===== src/alphabet_radix_counter_assert.svh =====
// Assertion macros for the alphabet radix counter
`ifndef ALPHABET_RADIX_COUNTER_ASSERT_SVH
`define ALPHABET_RADIX_COUNTER_ASSERT_SVH
`ifndef NO_ASSERTIONS
// same-cycle implication, clocked on clk, off during reset
`define ARC_ASSERT_IMP(lbl, ante, cons, msg) \
	lbl: assert property (@(posedge clk) disable iff (!arst_n) (ante) |-> (cons)) \
		else $error(msg);
// next-cycle implication, clocked on clk, off during reset
`define ARC_ASSERT_NXT(lbl, ante, cons, msg) \
	lbl: assert property (@(posedge clk) disable iff (!arst_n) (ante) |=> (cons)) \
		else $error(msg);
`else
`define ARC_ASSERT_IMP(lbl, ante, cons, msg)
`define ARC_ASSERT_NXT(lbl, ante, cons, msg)
`endif
`endif


===== src/arc_pkg.sv =====
// Shared constants, codes and command/status types of the alphabet radix counter
`timescale 1ns / 1ps

package arc_pkg;

	// sizing
	localparam int DIGITS   = 8;
	localparam int SYMBOLS  = 256;
	localparam int CAPACITY = (SYMBOLS > 255) ? 255 : SYMBOLS;
	localparam int BYTE_W   = 8;
	localparam int WORD_W   = 64;
	localparam int WORD_BYTES = WORD_W / BYTE_W;
	localparam int DIG_IW   = (DIGITS > 1) ? $clog2(DIGITS) : 1;
	localparam int SYM_AW   = $clog2(SYMBOLS);
	localparam int BYTE_VALS = 1 << BYTE_W;
	// divider: dividend is the increment plus one digit, one bit wider
	localparam int DIV_W    = WORD_W + 1;
	localparam int BIT_W    = $clog2(DIV_W);

	// actions
	localparam logic [1:0] ACT_APPEND = 2'd0;
	localparam logic [1:0] ACT_ADD    = 2'd1;
	localparam logic [1:0] ACT_LOOKUP = 2'd2;

	// result status codes
	localparam logic [1:0] STATUS_OK        = 2'd0;
	localparam logic [1:0] STATUS_FULL      = 2'd1;
	localparam logic [1:0] STATUS_RADIX_LOW = 2'd2;

	// controller to datapath
	typedef struct packed {
		logic load;
		logic append;
		logic div_load;
		logic div_step;
		logic sym_rd;
		logic sym_cap;
		logic lk_rd;
		logic lk_cap;
		logic out_load;
	} arc_cmd_t;

	// datapath to controller
	typedef struct packed {
		logic radix_lt2;
		logic bit_last;
		logic dig_last;
		logic out_free;
	} arc_sts_t;

endpackage


===== src/arc_ctrl.sv =====
// Controller: sequences append, per-digit divide/add and lookup steps
`timescale 1ns / 1ps

module arc_ctrl (
	input  logic               clk,
	input  logic               arst_n,
	input  logic               item_valid,
	input  logic [1:0]         item_action,
	output logic               item_ready,
	input  arc_pkg::arc_sts_t  sts,
	output arc_pkg::arc_cmd_t  cmd
);

	typedef enum logic [8:0] {
		S_IDLE     = 9'b000000001,
		S_APPEND   = 9'b000000010,
		S_ADD_LOAD = 9'b000000100,
		S_ADD_DIV  = 9'b000001000,
		S_ADD_SYM  = 9'b000010000,
		S_ADD_CAP  = 9'b000100000,
		S_LK_RD    = 9'b001000000,
		S_LK_CAP   = 9'b010000000,
		S_DONE     = 9'b100000000
	} state_t;

	state_t state_q, state_d;

	// next state
	always_comb begin
		state_d = state_q;
		case (state_q)
			S_IDLE: begin
				if (item_valid) begin
					case (item_action)
						arc_pkg::ACT_APPEND: state_d = S_APPEND;
						arc_pkg::ACT_ADD:    state_d = sts.radix_lt2 ? S_DONE : S_ADD_LOAD;
						arc_pkg::ACT_LOOKUP: state_d = S_LK_RD;
						default:             state_d = S_DONE;
					endcase
				end
			end
			S_APPEND:   state_d = S_DONE;
			S_ADD_LOAD: state_d = S_ADD_DIV;
			S_ADD_DIV: begin
				if (sts.bit_last) state_d = S_ADD_SYM;
			end
			S_ADD_SYM:  state_d = S_ADD_CAP;
			S_ADD_CAP:  state_d = sts.dig_last ? S_DONE : S_ADD_LOAD;
			S_LK_RD:    state_d = S_LK_CAP;
			S_LK_CAP:   state_d = sts.dig_last ? S_DONE : S_LK_RD;
			S_DONE: begin
				if (sts.out_free) state_d = S_IDLE;
			end
			default:    state_d = S_IDLE;
		endcase
	end

	always_ff @(posedge clk or negedge arst_n) begin
		if (!arst_n) begin
			state_q <= S_IDLE;
		end else begin
			state_q <= state_d;
		end
	end

	// commands
	assign item_ready   = (state_q == S_IDLE);
	assign cmd.load     = (state_q == S_IDLE) && item_valid;
	assign cmd.append   = (state_q == S_APPEND);
	assign cmd.div_load = (state_q == S_ADD_LOAD);
	assign cmd.div_step = (state_q == S_ADD_DIV);
	assign cmd.sym_rd   = (state_q == S_ADD_SYM);
	assign cmd.sym_cap  = (state_q == S_ADD_CAP);
	assign cmd.lk_rd    = (state_q == S_LK_RD);
	assign cmd.lk_cap   = (state_q == S_LK_CAP);
	assign cmd.out_load = (state_q == S_DONE) && sts.out_free;

endmodule


===== config.mk =====
export PLATFORM = sky130hd
export DESIGN_NAME = arc_ctrl
export DESIGN_NICKNAME = d
export VERILOG_FILES = /design/src/alphabet_radix_counter_assert.svh /design/src/arc_pkg.sv /design/src/arc_ctrl.sv
export SDC_FILE = /design/constraint.sdc
export NUM_CORES = 1
export LEC_CHECK = 0
export BUFFER_PORTS_ARGS = -buffer_cell sky130_fd_sc_hd__buf_2
export CORE_ASPECT_RATIO = 0.9
export CORE_MARGIN = 5
export CORE_UTILIZATION = 46
export CTS_BUF_LIST = sky130_fd_sc_hd__clkbuf_4 sky130_fd_sc_hd__clkbuf_8 sky130_fd_sc_hd__clkbuf_16
export DETAILED_ROUTE_END_ITERATION = 16
export PLACE_DENSITY = 0.8
export SLEW_MARGIN = 15
export SYNTH_ARGS = -nofsm -noshare
export SYNTH_HDL_FRONTEND = slang
export SYNTH_SLANG_ARGS = --single-unit

===== constraint.sdc =====
create_clock -name clk -period 3.6 [get_ports clk]
set_clock_uncertainty 0.1 [all_clocks]
set_input_delay 0.18 -clock clk [delete_from_list [all_inputs] [get_ports clk]]
set_output_delay 0.18 -clock clk [all_outputs]
set_load 0.01 [all_outputs]

==> impl.org, run 1 <==
** Drt
- Number of design-rule violations left by the first detailed-router iteration :: 16
- Detail Route met2 WL :: roughly 800 µm
- Across all layers, the routed design uses approximately 600 vias.
- Wl on met1 :: 756 µm
- Routed length on met3 :: between 100 and 150 µm
- For this run, design rule violations remaining after detail routing come to 0.
- DRT Wirelength :: around 1.7 mm
- The detail route stage leaves a number of antenna-violating nets equal to 0.
- Number of detailed-routing iterations run before antenna repair :: 4
- In the final routed layout, each cell accounts on average for roughly 17 µm.
- Via-per-instance ratio :: 5.99
- The highest layer touched by signal routing is met3.

** Synth
- Dominant cell type by area after synthesis :: sky130_fd_sc_hd__dfrtp_1
- Count of yosys warnings during synthesis :: 0
- The commonest cells after synthesis are sky130_fd_sc_hd__dfrtp_1, sky130_fd_sc_hd__nor2_1, sky130_fd_sc_hd__nor2b_1.
- The netlist uses 37 different library cells.
- After synthesis the netlist holds a flip-flop and latch count of 9.
- The most used flip-flop cell after synthesis is sky130_fd_sc_hd__dfrtp_1.
- The cell count after synthesis came out at a little over 60.
- Counting flops with a built-in enable in the synthesized netlist gives 0.
- FFs w/ async S/R, synth :: between 90% and 100%
- The most common cell in the synthesized netlist is sky130_fd_sc_hd__dfrtp_1.
- Of the post-synthesis cell area, the dominant cell type holds between 20% and 30%.
- By area the synthesized netlist is led by sky130_fd_sc_hd__dfrtp_1, sky130_fd_sc_hd__nor4_4, sky130_fd_sc_hd__a2111oi_4, sky130_fd_sc_hd__dfstp_2, sky130_fd_sc_hd__nand4b_1.
- The mapped netlist covers slightly below 700 µm².
- Sequential elements use between 30% and 40% of the synthesized area.
- Post-Synthesis Mean Instance Area :: 11.1 µm²
- The number of nets in the synthesized netlist is just over 70.

** Placed design
- Routability-driven placement finished with a final weighted congestion of just over 0.8.
- The count of buffers added on input and output ports is 18.
- Half-perimeter wire length of the detailed placement result :: between 1 and 1.5 mm
- Placed Instance Area :: 792 µm²

** Setup path
- Required time at the endpoint of the critical path :: 3.32 ns
- Worst reg2reg path endpoint :: state_q[6]$_DFFE_PN0P_
- The number of buffers and inverters on the critical path is 1.
- Maximum fanout along the worst path :: 8
- Among all stages on the critical path, the largest delay is contributed by sky130_fd_sc_hd__dfrtp_1.
- Arrival @ worst endpoint :: 1.76 ns
- Walking the worst path, the cells encountered are nor4_4, and4b_4, and2_2, buf_2.
- Category of the worst setup path capture point :: output pin
- STA classifies the critical path startpoint as a flop.
- In this design, the stage delay of the slowest critical-path cell is ~0.48 ns.
- Depth of the worst register-to-register path :: 4
- For flop-to-flop paths, the worst setup slack is about 1.7 ns.
- Broken down by cell family, the worst path's largest delay share belongs to simple AND/OR/NAND/NOR gates.
- In this run the critical register-to-register path is launched from state_q[5]$_DFFE_PN0P_.
- The setup path with the least slack is of type reg -> out.

** STA
- The clock period could shrink to about 2.0 ns.
- Setup violations remaining at the end of the flow were counted as 0.
- Sum of negative setup slack :: 0 ns
- The tightest hold path in the finished design has a slack of between 0.01 and 0.015 ns.
- Headroom to the max-slew limit came out at about 70%.
- Fraction of the cycle the final worst path needs :: between 50 and 60%
- Derived from the worst setup path, the maximum achievable clock frequency is ~500 MHz.
- Worst slew pin tran :: approximately 0.46 ns
- Final count of pins violating max slew :: 0
- Unrepaired setup endpoints after global routing :: no
- Total count of hold-check failures in the final report :: 0

** Pwr
- Overall power after layout :: between 0.0005 and 0.0006 W
- Power density cells :: roughly 640 nW/µm²
- Worst-case vdd ir drop :: between 0.0004 and 0.0005 V
- Cell leakage power :: ~0.4 nW

** Clock network
- Number of sinks handled by clock tree synthesis :: 9
- Gates resized during post-CTS repair numbered 0.
- After clock tree synthesis, the flow added hold-fix buffers numbering 1.
- Buffers added to address setup during post-CTS repair amount to 0.
- The root buffer cell chosen for the clock tree is sky130_fd_sc_hd__clkbuf_4.
- In this run, CTS created clock tree buffers numbering 3.
- The clock reaches the later pin of the worst-skew pair after approximately 0.26 ns.
- CTS built an H-tree with a depth of 1.
- After clock tree synthesis, the clock-pin slew on the worst setup and hold paths is around 0.060 ns.
- TritonCTS built the clock tree.
- In this run the deepest clock path goes through 2 buffers.

** Floorplanning
- The region available for standard cell placement spans about 1400 µm².
- Initial core utilization :: between 40% and 50%
- Full die area :: about 2400 µm²
- Num ports :: 19
- The die is about 51 µm wide.
- Std cell rows :: 13
- Die Ht :: between 40 and 50 µm

** Final layout
- Layout cells sized above 1 :: 42.9%
- The number of antenna diodes in the final layout is 0.
- In the final design database the tool counted 94 nets.
- Summed area of non-filler cells in the final layout :: 832 µm²
- More flip-flops sit in one register than any other, and that register is state_q.
- The register with the most flip-flops in the layout has 9 of them.
- For this run, the share of the core covered by cells in the final layout is about three fifths.
- Total of fill cells in the finished design :: between 100 and 150
- Largest registers ranked by flip-flop count :: state_q: 9 flops
- From synthesis to final layout, the design area changed by 20.9%.

** Run status
- Result of the run :: finished, final reports clean

** GRT
- First-pass GRT wire length :: 2.73 mm
- Across every metal layer, demand over resource in global routing totals approximately 16%.
- Entering global routing, the biggest net connects 11 pins.
- After global routing the overflow that remains totals 0.
- Antenna violations before repair :: 0
- The via count of the first global-routing pass came to 582.

** Min path
- In this run the most critical hold path is launched from sts[2].
- Class of the tightest hold or removal check :: in -> reg
- For hold timing, the worst endpoint is state_q[3]$_DFFE_PN0P_.
- The worst hold path passes through 2 cells.

** Job
- The tool flagged a number of max-cap violations equal to 0.
[worst max-delay path by stage]
stage / endpoint / start / depth (start not counted) / slack (ns)
after floorplan: state_q[6]$_DFFE_PN0P_ / state_q[5]$_DFFE_PN0P_ / 4 / 1.90
after global placement: state_q[6]$_DFFE_PN0P_ / state_q[5]$_DFFE_PN0P_ / 4 / 1.81
after detailed placement: state_q[6]$_DFFE_PN0P_ / state_q[5]$_DFFE_PN0P_ / 4 / 1.74
after CTS: cmd[8] / state_q[5]$_DFFE_PN0P_ / 4 / 1.55
after global routing: cmd[2] / state_q[1]$_DFFE_PN0P_ / 4 / 1.43
final: cmd[8] / state_q[5]$_DFFE_PN0P_ / 4 / 1.56
[worst register-to-register path: cells and delay by family, from the launching register on]
kind / cells / cell delay (ns)
and+or+nand+nor: 3 / 0.84
DFF: 1 / 0.48
AOI/OAI and AO/OA: 1 / 0.36
[report_power, final]
part / total [W] / switching, W / leakage (nW) / internal (W)
Combinational: 0.000285 / 0.000146 / 0.270 / 0.000139
Clock: 0.0000891 / 0.0000386 / 0.0184 / 0.0000504
Sequential: 0.000159 / 0.0000352 / 0.121 / 0.000124
Total: 0.000533 / 0.000220 / 0.410 / 0.000314
[stage by stage]
stage,setup slack [ns],cells
6_report,1.56,99
3_3_place_gp,1.81,94
5_1_grt,1.43,99
3_5_place_dp,1.74,94
4_1_cts,1.55,99
2_1_floorplan,1.90,62
[logic make-up (layout without fill, tap and decap cells)]
group,after synthesis,count (layout),synth area share [%]
flops,9,9,32.9
buf+inv,3,25,1.82
compound gates,10,10,15.3
simple gates,37,37,46.2
xor+xnor,3,3,3.82
[routing by layer]
metal  track usage [%]  vias to the layer above
li1                  -                      287
met1              20.5                      284
met2              25.0                       22
met3              6.15                        0
met4              3.06                        0
met5                 0                        -
[placed cells by master (no fill, tap or decap), drive strengths merged, types with 3 or more instances in the layout]
master and count:
nor2b 4, xor2 3, nand4b 3, and4b 3
nor2 4, buf 18, nor4b 3, clkbuf 4
dfrtp 8, nor4 3, and2 3
[layout make-up]
| type | instances | area, µm² | share of cell area, % |
|---|---|---|---|
| Sequential cell | 9 | 226 | 27.2 |
| Tap cell | 15 | 18.8 | 2.26 |
| Clock buffer | 4 | 30.0 | 3.61 |
| Timing Repair Buffer | 19 | 100 | 12.0 |
| Multi-Input combinational cell | 50 | 449 | 54.0 |
| Inverter | 2 | 7.51 | 0.902 |
(Power assumes the default switching activity.)
==> run 2, diff against run 1 <==
==> constraint.sdc (replaced) <==
create_clock -name clk -period 2.1 [get_ports clk]
set_clock_uncertainty 0.1 [all_clocks]
set_input_delay 0.105 -clock clk [delete_from_list [all_inputs] [get_ports clk]]
set_output_delay 0.105 -clock clk [all_outputs]
set_load 0.01 [all_outputs]
==> impl.org, run 2 (synthesized netlist as in run 1, its figures left out) <==
** Pwr
- Switching part of the total power :: 40.3% (was 41.2%)
- The largest vdd supply drop was 0.000610 V (was 0.000463 V).
- The total leakage power came to 0.425 nW (was 0.410 nW).
- Internal power of the cells :: 0.000549 W (was 0.000314 W)
- Proportion of power drawn by flip-flops and latches :: 30.1% (was 29.8%)
- Combinational share of power :: 53.6% (was 53.5%)
- Switching component of the power :: 0.000370 W (was 0.000220 W)
- The part of the power in the clock network is 16.3% (was 16.7%).
- The power density over the cells is 1060 nW/µm² (was 641 nW/µm²).

** Setup path
- The terminus of the critical flop-to-flop path was state_q[6]$_DFFE_PN0P_ (unchanged).
- The internal reg-to-reg setup slack was 0.25 ns (was 1.72 ns).
- Delay of the slowest cell on the worst path :: 0.45 ns (was 0.48 ns)
- The worst path arrival time is 1.76 ns (about the same).
- The critical path startpoint category is a flop (unchanged).
- The family with the most delay on the worst path is simple AND/OR/NAND/NOR gates (unchanged).
- The critical path's slowest cell is sky130_fd_sc_hd__dfrtp_1 (unchanged).
- The required arrival time at the worst endpoint came to 1.89 ns (was 3.32 ns).
- The buffering stage count on the worst path with inverters included was 1 (unchanged).
- Critical path class :: reg -> out (unchanged)
- Critical path launch point :: state_q[1]$_DFFE_PN0P_ (was state_q[5]$_DFFE_PN0P_)
- Cells along the critical path: nor4_4, nand2b_1, nor4bb_1, buf_2 (was nor4_4, and4b_4, and2_2, buf_2).
- Category of the worst setup path capture point :: output pin (unchanged)
- The count of cells along the worst register-to-register path was 4 (unchanged).
- Worst r2r src :: state_q[7]$_DFFE_PN0P_ (was state_q[5]$_DFFE_PN0P_)
- Maximum fanout along the worst path :: 6 (was 8)

** Clock network
- The clock slew seen by the registers of the worst setup and hold paths came to 0.07 ns (was 0.06 ns).
- Number of sinks handled by clock tree synthesis :: 9 (unchanged)
- The buffer depth of the longest clock path was 2 (unchanged).
- The number of H-tree levels was 1 (unchanged).
- Total CTS buffers :: 3 (unchanged)
- Clock tree from TritonCTS :: yes (unchanged)
- The clock latency on the worst-skew pair came to 0.26 ns (about the same).
- The clock tree root buffer cell is sky130_fd_sc_hd__clkbuf_4 (unchanged).

** STA
- Smallest hold slack :: 0.0553 ns (was 0.0143 ns)
- For the finished layout, the period the worst path requires is a little under 2 ns.
- The headroom to the max-slew limit was 67.9% (was 69.2%).
- Static timing analysis puts the maximum clock frequency at roughly 510 MHz.
- Fraction of the cycle the final worst path needs :: a little over nine tenths
- Sum of negative setup slack :: 0 ns (unchanged)
- The number of hold violations in the final report came to 0 (unchanged).
- Unrepaired setup endpoints after global routing :: no (unchanged)
- Number of endpoints failing setup at the final stage :: 0 (unchanged)
- The transition time at the pin with the least slew margin is 0.476 ns (was 0.455 ns).
- The final number of max-transition violations is 0 (unchanged).

** Placed design
- I/O Buffers :: 18 (unchanged)
- Half-perimeter wire length of the detailed placement result :: 1.27 mm (unchanged)
- The final weighted congestion of routability-driven global placement came to 0.758 (was 0.812).

** Floorplanning
- The area of the die is 2370 µm² (unchanged).
- Die width :: 50.8 µm (unchanged)
- The site row count came to 13 (unchanged).
- The number of top-level pins is 19 (unchanged).
- The area of the core region came to 1430 µm² (unchanged).
- The starting density of the core was 48.1% (unchanged).
- Die Ht :: 46.7 µm (unchanged)

** Drt
- The routed length on met2 came to 782 µm (was 798 µm).
- WL per Instance :: 16.5 µm (was 16.8 µm)
- DRC violations left :: 0 (unchanged)
- Via-per-instance ratio :: 6.17 (was 5.99)
- The length of the first detailed-routing pass in iterations is 4 (unchanged).
- Routed length on met3 :: 129 µm (was 110 µm)
- Antenna violation net count after detailed routing :: 0 (unchanged)
- The highest routed metal layer is met4 (was met3).
- The initial detailed-routing violation count is 22 (was 16).
- DRT Wirelength :: 1.70 mm (was 1.67 mm)
- Wl on met1 :: 773 µm (was 756 µm)
- The count of vias placed by the detailed router came to 636 (was 593).

** Min path
- The endpoint with the worst hold slack was state_q[8]$_DFFE_PN0P_ (was state_q[3]$_DFFE_PN0P_).
- Class of the tightest hold or removal check :: in -> reg (unchanged)
- Worst hold path depth :: 3 (was 2)
- The beginning of the worst hold path was sts[1] (was sts[2]).

** Final layout
- The share of post-route cells with drive strength above 1 was 43.2% (was 42.9%).
- The signed area change from the synthesized netlist to the final layout was 26.5% (was 20.9%).
- The number of fill cells was 132 (was 136).
- Total area of multi-input combinational cells :: 449 µm² (unchanged)
- Total number of nets in the final design :: 98 (was 94)
- Number of flip-flops under the largest register name :: 9 (unchanged)
- Number of diodes :: 0 (unchanged)
- Highest-count cells in the layout ignoring fill and taps :: sky130_fd_sc_hd__buf_2, sky130_fd_sc_hd__dfrtp_1 (was sky130_fd_sc_hd__buf_2, sky130_fd_sc_hd__dfrtp_1, sky130_fd_sc_hd__nor2_1, sky130_fd_sc_hd__nor2b_1, sky130_fd_sc_hd__clkbuf_4)
- Reg area :: 228 µm² (was 226 µm²)
- The most frequent standard cell in the layout excluding fill and tap cells was sky130_fd_sc_hd__buf_2 (unchanged).
- Register name with the most flops :: state_q (unchanged)
- The final core utilization is 60.8% (was 58.1%).
- Largest registers ranked by flip-flop count :: state_q: 9 flops (unchanged)

** GRT
- Antenna violations before repair :: 0 (unchanged)
- The pin count of the biggest net entering global routing came to 11 (unchanged).
- The global router's overall resource usage is 16.2% (was 15.8%).
- The total global routing overflow was 0 (unchanged).
- The first-pass GRT wire length is 2.85 mm (was 2.73 mm).
- Vias in the first global route :: 629 (was 582)

** Run status
- Result of the run: finished, final reports clean (unchanged).

** Job
- Maximum capacitance violations :: 0 (unchanged)
-- run 2: worst register-to-register path, stage by stage (launching register included) --
cell	delay [ns]
sky130_fd_sc_hd__dfrtp_2	0.49
sky130_fd_sc_hd__nor4_4	0.39
sky130_fd_sc_hd__and4b_4	0.34
sky130_fd_sc_hd__nand3b_4	0.09
sky130_fd_sc_hd__a2111oi_4	0.34
-- run 2: power by group through the flow --
stage               clock (W)  sequential, W  combinational (W)
floorplan                   0       0.000258           0.000381
global placement            0       0.000276           0.000469
detailed placement          0       0.000278           0.000478
CTS                  0.000150       0.000275           0.000485
global route         0.000162       0.000283           0.000533
finish               0.000150       0.000277           0.000492
-- run 2: how the worst max path moves through the flow --
stage	endpoint	slack, ns	cells past startpoint
global route	cmd[2]	0.04	4
global placement	state_q[6]$_DFFE_PN0P_	0.27	4
finish	cmd[2]	0.13	4
CTS	cmd[8]	0.11	4
floorplan	state_q[6]$_DFFE_PN0P_	0.40	4
detailed placement	state_q[6]$_DFFE_PN0P_	0.23	4
-- run 2: what timing repair did --
| action | CTS | global route |
|---|---|---|
| hold buffers | 4 | 0 |
| setup endpoints to repair | 0 | 2 |
| hold endpoints to repair | 11 | 0 |
| buffers inserted | 0 | 1 |
| resized for setup | 0 | 1 |
-- run 2: per-layer routing --
metal / global-route usage [%] / vias up
met4: 5.10 / 0
met5: 0 / -
met2: 25.0 / 26
met1: 22.9 / 311
met3: 2.91 / 2
li1: - / 297
-- run 2: cell type report --
class | instances | share of cell area [%]
inverter | 2 | 0.862
sequential | 9 | 26.1
multi-input combinational | 50 | 51.6
tap | 15 | 2.16
timing repair buffer | 23 | 15.8
clock buffer | 4 | 3.45
-- run 2: through the flow --
step / instances / area (µm²) / total power, W / worst slack, ns
3_3_place_gp: 94 / 792 / 0.000745 / 0.271
6_report: 103 / 871 / 0.000919 / 0.132
3_5_place_dp: 94 / 792 / 0.000755 / 0.234
5_1_grt: 103 / 871 / 0.000978 / 0.0361
2_1_floorplan: 62 / 688 / 0.000639 / 0.402
4_1_cts: 102 / 862 / 0.000910 / 0.115
==> run 3, diff against run 2 <==
--- a/config.mk
+++ b/config.mk
@@ -5,13 +5,13 @@
 export SDC_FILE = /design/constraint.sdc
 export NUM_CORES = 1
 export LEC_CHECK = 0
-export BUFFER_PORTS_ARGS = -buffer_cell sky130_fd_sc_hd__buf_2
 export CORE_ASPECT_RATIO = 0.9
 export CORE_MARGIN = 5
 export CORE_UTILIZATION = 46
 export CTS_BUF_LIST = sky130_fd_sc_hd__clkbuf_4 sky130_fd_sc_hd__clkbuf_8 sky130_fd_sc_hd__clkbuf_16
 export DETAILED_ROUTE_END_ITERATION = 16
-export PLACE_DENSITY = 0.8
+export DONT_BUFFER_PORTS = 1
+export PLACE_DENSITY = 0.69
 export SLEW_MARGIN = 15
 export SYNTH_ARGS = -nofsm -noshare
 export SYNTH_HDL_FRONTEND = slang
==> impl.org, run 3 (synthesized netlist as in run 1, its figures left out) <==
** Placed design
- The final HPWL from detailed placement is 1.18 mm (was 1.27 mm).
- Placed Instance Area :: 709 µm² (was 792 µm²)
- I/O Buffers :: 0 (was 18)
- The final weighted congestion of routability-driven global placement came to 0.784 (was 0.758).
- Placed cells :: 77 (was 94)

** Clock network
- The number of sinks handled by clock tree synthesis came to 9 (unchanged).
- The clock buffer count from CTS came to 3 (unchanged).
- Maximum buffer depth of the clock tree :: 2 (unchanged)
- Clock tree from TritonCTS :: yes (unchanged)
- The number of H-tree levels is 1 (unchanged).
- The clock latency on the worst-skew pair is 0.27 ns (was 0.26 ns).
- Clk pin slew, worst setup/hold paths :: 0.07 ns (about the same)
- The clock tree root buffer cell is sky130_fd_sc_hd__clkbuf_4 (unchanged).

** STA
- Slew margin rel. :: 70.3% (was 67.9%)
- The final setup violation count was 0 (unchanged).
- The post-route setup TNS is 0 ns (unchanged).
- The ratio of final minimum period to clock period came to 90.9% (was 93.7%).
- Total count of hold-check failures in the final report :: 0 (unchanged)
- Final count of pins violating max slew :: 0 (unchanged)
- Max Freq :: 524 MHz (was 508 MHz)
- The post-route worst hold slack came to 0.0198 ns (was 0.0553 ns).
- Final worst path period need :: 1.91 ns (was 1.97 ns)
- The transition time at the pin with the least slew margin came to 0.439 ns (was 0.476 ns).

** Setup path
- Required time at the endpoint of the critical path :: 1.89 ns (about the same)
- Critical-path cell with the highest stage delay :: sky130_fd_sc_hd__dfrtp_1 (unchanged)
- Category of the worst setup path capture point :: output pin (unchanged)
- The largest incremental delay on the critical path came to 0.49 ns (was 0.45 ns).
- The critical setup path kind was reg -> out (unchanged).
- The critical path startpoint category is a flop (unchanged).
- The internal reg-to-reg setup slack came to 0.22 ns (was 0.25 ns).
- Arrival @ worst endpoint :: 1.70 ns (was 1.76 ns)
- The largest fanout on the critical path was 8 (was 6).
- Cells along the critical path :: nor4_4, and4b_4, and2_2 (was nor4_4, nand2b_1, nor4bb_1, buf_2)

** Floorplanning
- The starting density of the core is 48.1% (unchanged).
- The die outline width came to 50.8 µm (unchanged).
- Die Ht :: 46.7 µm (unchanged)
- Num ports :: 19 (unchanged)
- The site row count was 13 (unchanged).
- The area of the core region came to 1430 µm² (unchanged).
- Full die area :: 2370 µm² (unchanged)

** GRT
- Global route overflow :: 0 (unchanged)
- The via count of the first global-routing pass came to 561 (was 629).
- The first-pass GRT wire length was 2.66 mm (was 2.85 mm).
- The number of antenna violations at the first check in global routing came to 0 (unchanged).
- The global router's overall resource usage was 15.8% (was 16.2%).
- Maximum number of pins on one net before global-route repair :: 11 (unchanged)

** Run status
- Result of the run :: finished, final reports clean (unchanged)

** Job
- The max-cap check violation count was 0 (unchanged).

** Drt
- The length of the first detailed-routing pass in iterations came to 4 (unchanged).
- The number of vias per cell is 6.37 (was 6.17).
- Via total after detailed routing :: 567 (was 636)
- The initial detailed-routing violation count is 20 (was 22).
- The average wire per standard cell was 18.8 µm (was 16.5 µm).
- The residual antenna-violating net count after detailed routing was 0 (unchanged).
- DRC violations left :: 0 (unchanged)
- DRT Wirelength :: 1.67 mm (was 1.70 mm)

** Final layout
- Layout cells sized above 1 :: 28.4% (was 43.2%)
- The post-route cell area is 815 µm² (was 871 µm²).
- The number of inserted diodes is 0 (unchanged).
- The number of fill cells is 135 (was 132).
- Largest registers ranked by flip-flop count: state_q: 9 flops (unchanged).
- The top register by number of flip-flops is state_q (unchanged).
- The most frequent standard cell in the layout excluding fill and tap cells was sky130_fd_sc_hd__dfrtp_1 (was sky130_fd_sc_hd__buf_2).
- Highest-count cells in the layout ignoring fill and taps :: sky130_fd_sc_hd__dfrtp_1, sky130_fd_sc_hd__dlygate4sd3_1, sky130_fd_sc_hd__nor2_1, sky130_fd_sc_hd__nor2b_1, sky130_fd_sc_hd__clkbuf_4 (was sky130_fd_sc_hd__buf_2, sky130_fd_sc_hd__dfrtp_1)
- The final-stage net count came to 84 (was 98).
- The post-layout instance count excluding filler cells came to 89 (was 103).
- The flip-flop count of the largest register, all copies and words added was 9 (unchanged).
- Area growth syn-to-layout :: 18.4% (was 26.5%)

** Pwr
- Worst-case vdd ir drop :: 0.000751 V (was 0.000610 V)
- Switching component of the power :: 0.000377 W (was 0.000370 W)
- The register share of total power was 30.0% (was 30.1%).
- The overall power of the completed layout was 0.000923 W (was 0.000919 W).
- The switching share of total power was 40.9% (was 40.3%).
- Cell leakage power :: 0.361 nW (was 0.425 nW)
- The part of the power in the clock network came to 16.7% (was 16.3%).
- Internal power of the cells :: 0.000546 W (was 0.000549 W)
- Combinational share of power :: 53.3% (was 53.6%)
- The power density over the cells came to 1130 nW/µm² (was 1060 nW/µm²).

** Min path
- Class of the tightest hold or removal check :: in -> reg (unchanged)
run 3: timing repair:
item,CTS,global route
hold buffers,6,0
setup endpoints to repair,0,1
hold endpoints to repair,15,0
gates resized for setup,0,0
buffers inserted,0,2
run 3: routing by layer:
layer	up-vias	track usage [%]	wire, µm
met3	6	6.47	118
met4	0	9.18	38
met1	272	17.8	698
met2	20	25.2	815
li1	269	-	-
met5	-	0	0
run 3: power by group through the flow:
stage	combinational [W]	sequential, W	clock [W]
floorplan	0.000381	0.000258	0
CTS	0.000452	0.000274	0.000159
finish	0.000492	0.000277	0.000154
global route	0.000527	0.000283	0.000174
detailed placement	0.000437	0.000278	0
global placement	0.000438	0.000275	0
run 3: final cells by class:
class / instances / area, µm² / area share [%]
inverter: 2 / 7.51 / 0.922
tap: 15 / 18.8 / 2.30
sequential: 9 / 226 / 27.8
timing repair buffer: 9 / 82.6 / 10.1
multi-input combinational: 50 / 449 / 55.1
clock buffer: 4 / 30.0 / 3.69
run 3: stage by stage:
stage / utilization [%] / setup WS [ns]
3_3_place_gp: 49.6 / 0.233
6_report: 56.9 / 0.192
4_1_cts: 55.9 / 0.157
2_1_floorplan: - / 0.402
5_1_grt: 56.9 / -0.0195
3_5_place_dp: 49.6 / 0.216
run 3: path summary, 6_finish.rpt:
path                                        start                      to  cells past startpoint
max                        state_q[5]$_DFFE_PN0P_                  cmd[8]                      3
min                                        sts[1]  state_q[2]$_DFFE_PN0P_                      3
max reg2reg                state_q[5]$_DFFE_PN0P_  state_q[1]$_DFFE_PN0P_                      4
min reg2reg                state_q[6]$_DFFE_PN0P_  state_q[7]$_DFFE_PN0P_                      1
max in group asynchronous                  arst_n  state_q[0]$_DFFE_PN1P_                      1
min in group asynchronous                  arst_n  state_q[6]$_DFFE_PN0P_                      1
run 3: worst max-delay path: cells and delay by family, from the launching register on:
| family | cells | cell delay [ns] |
|---|---|---|
| DFF | 1 | 0.49 |
| and+or+nand+nor | 3 | 0.95 |
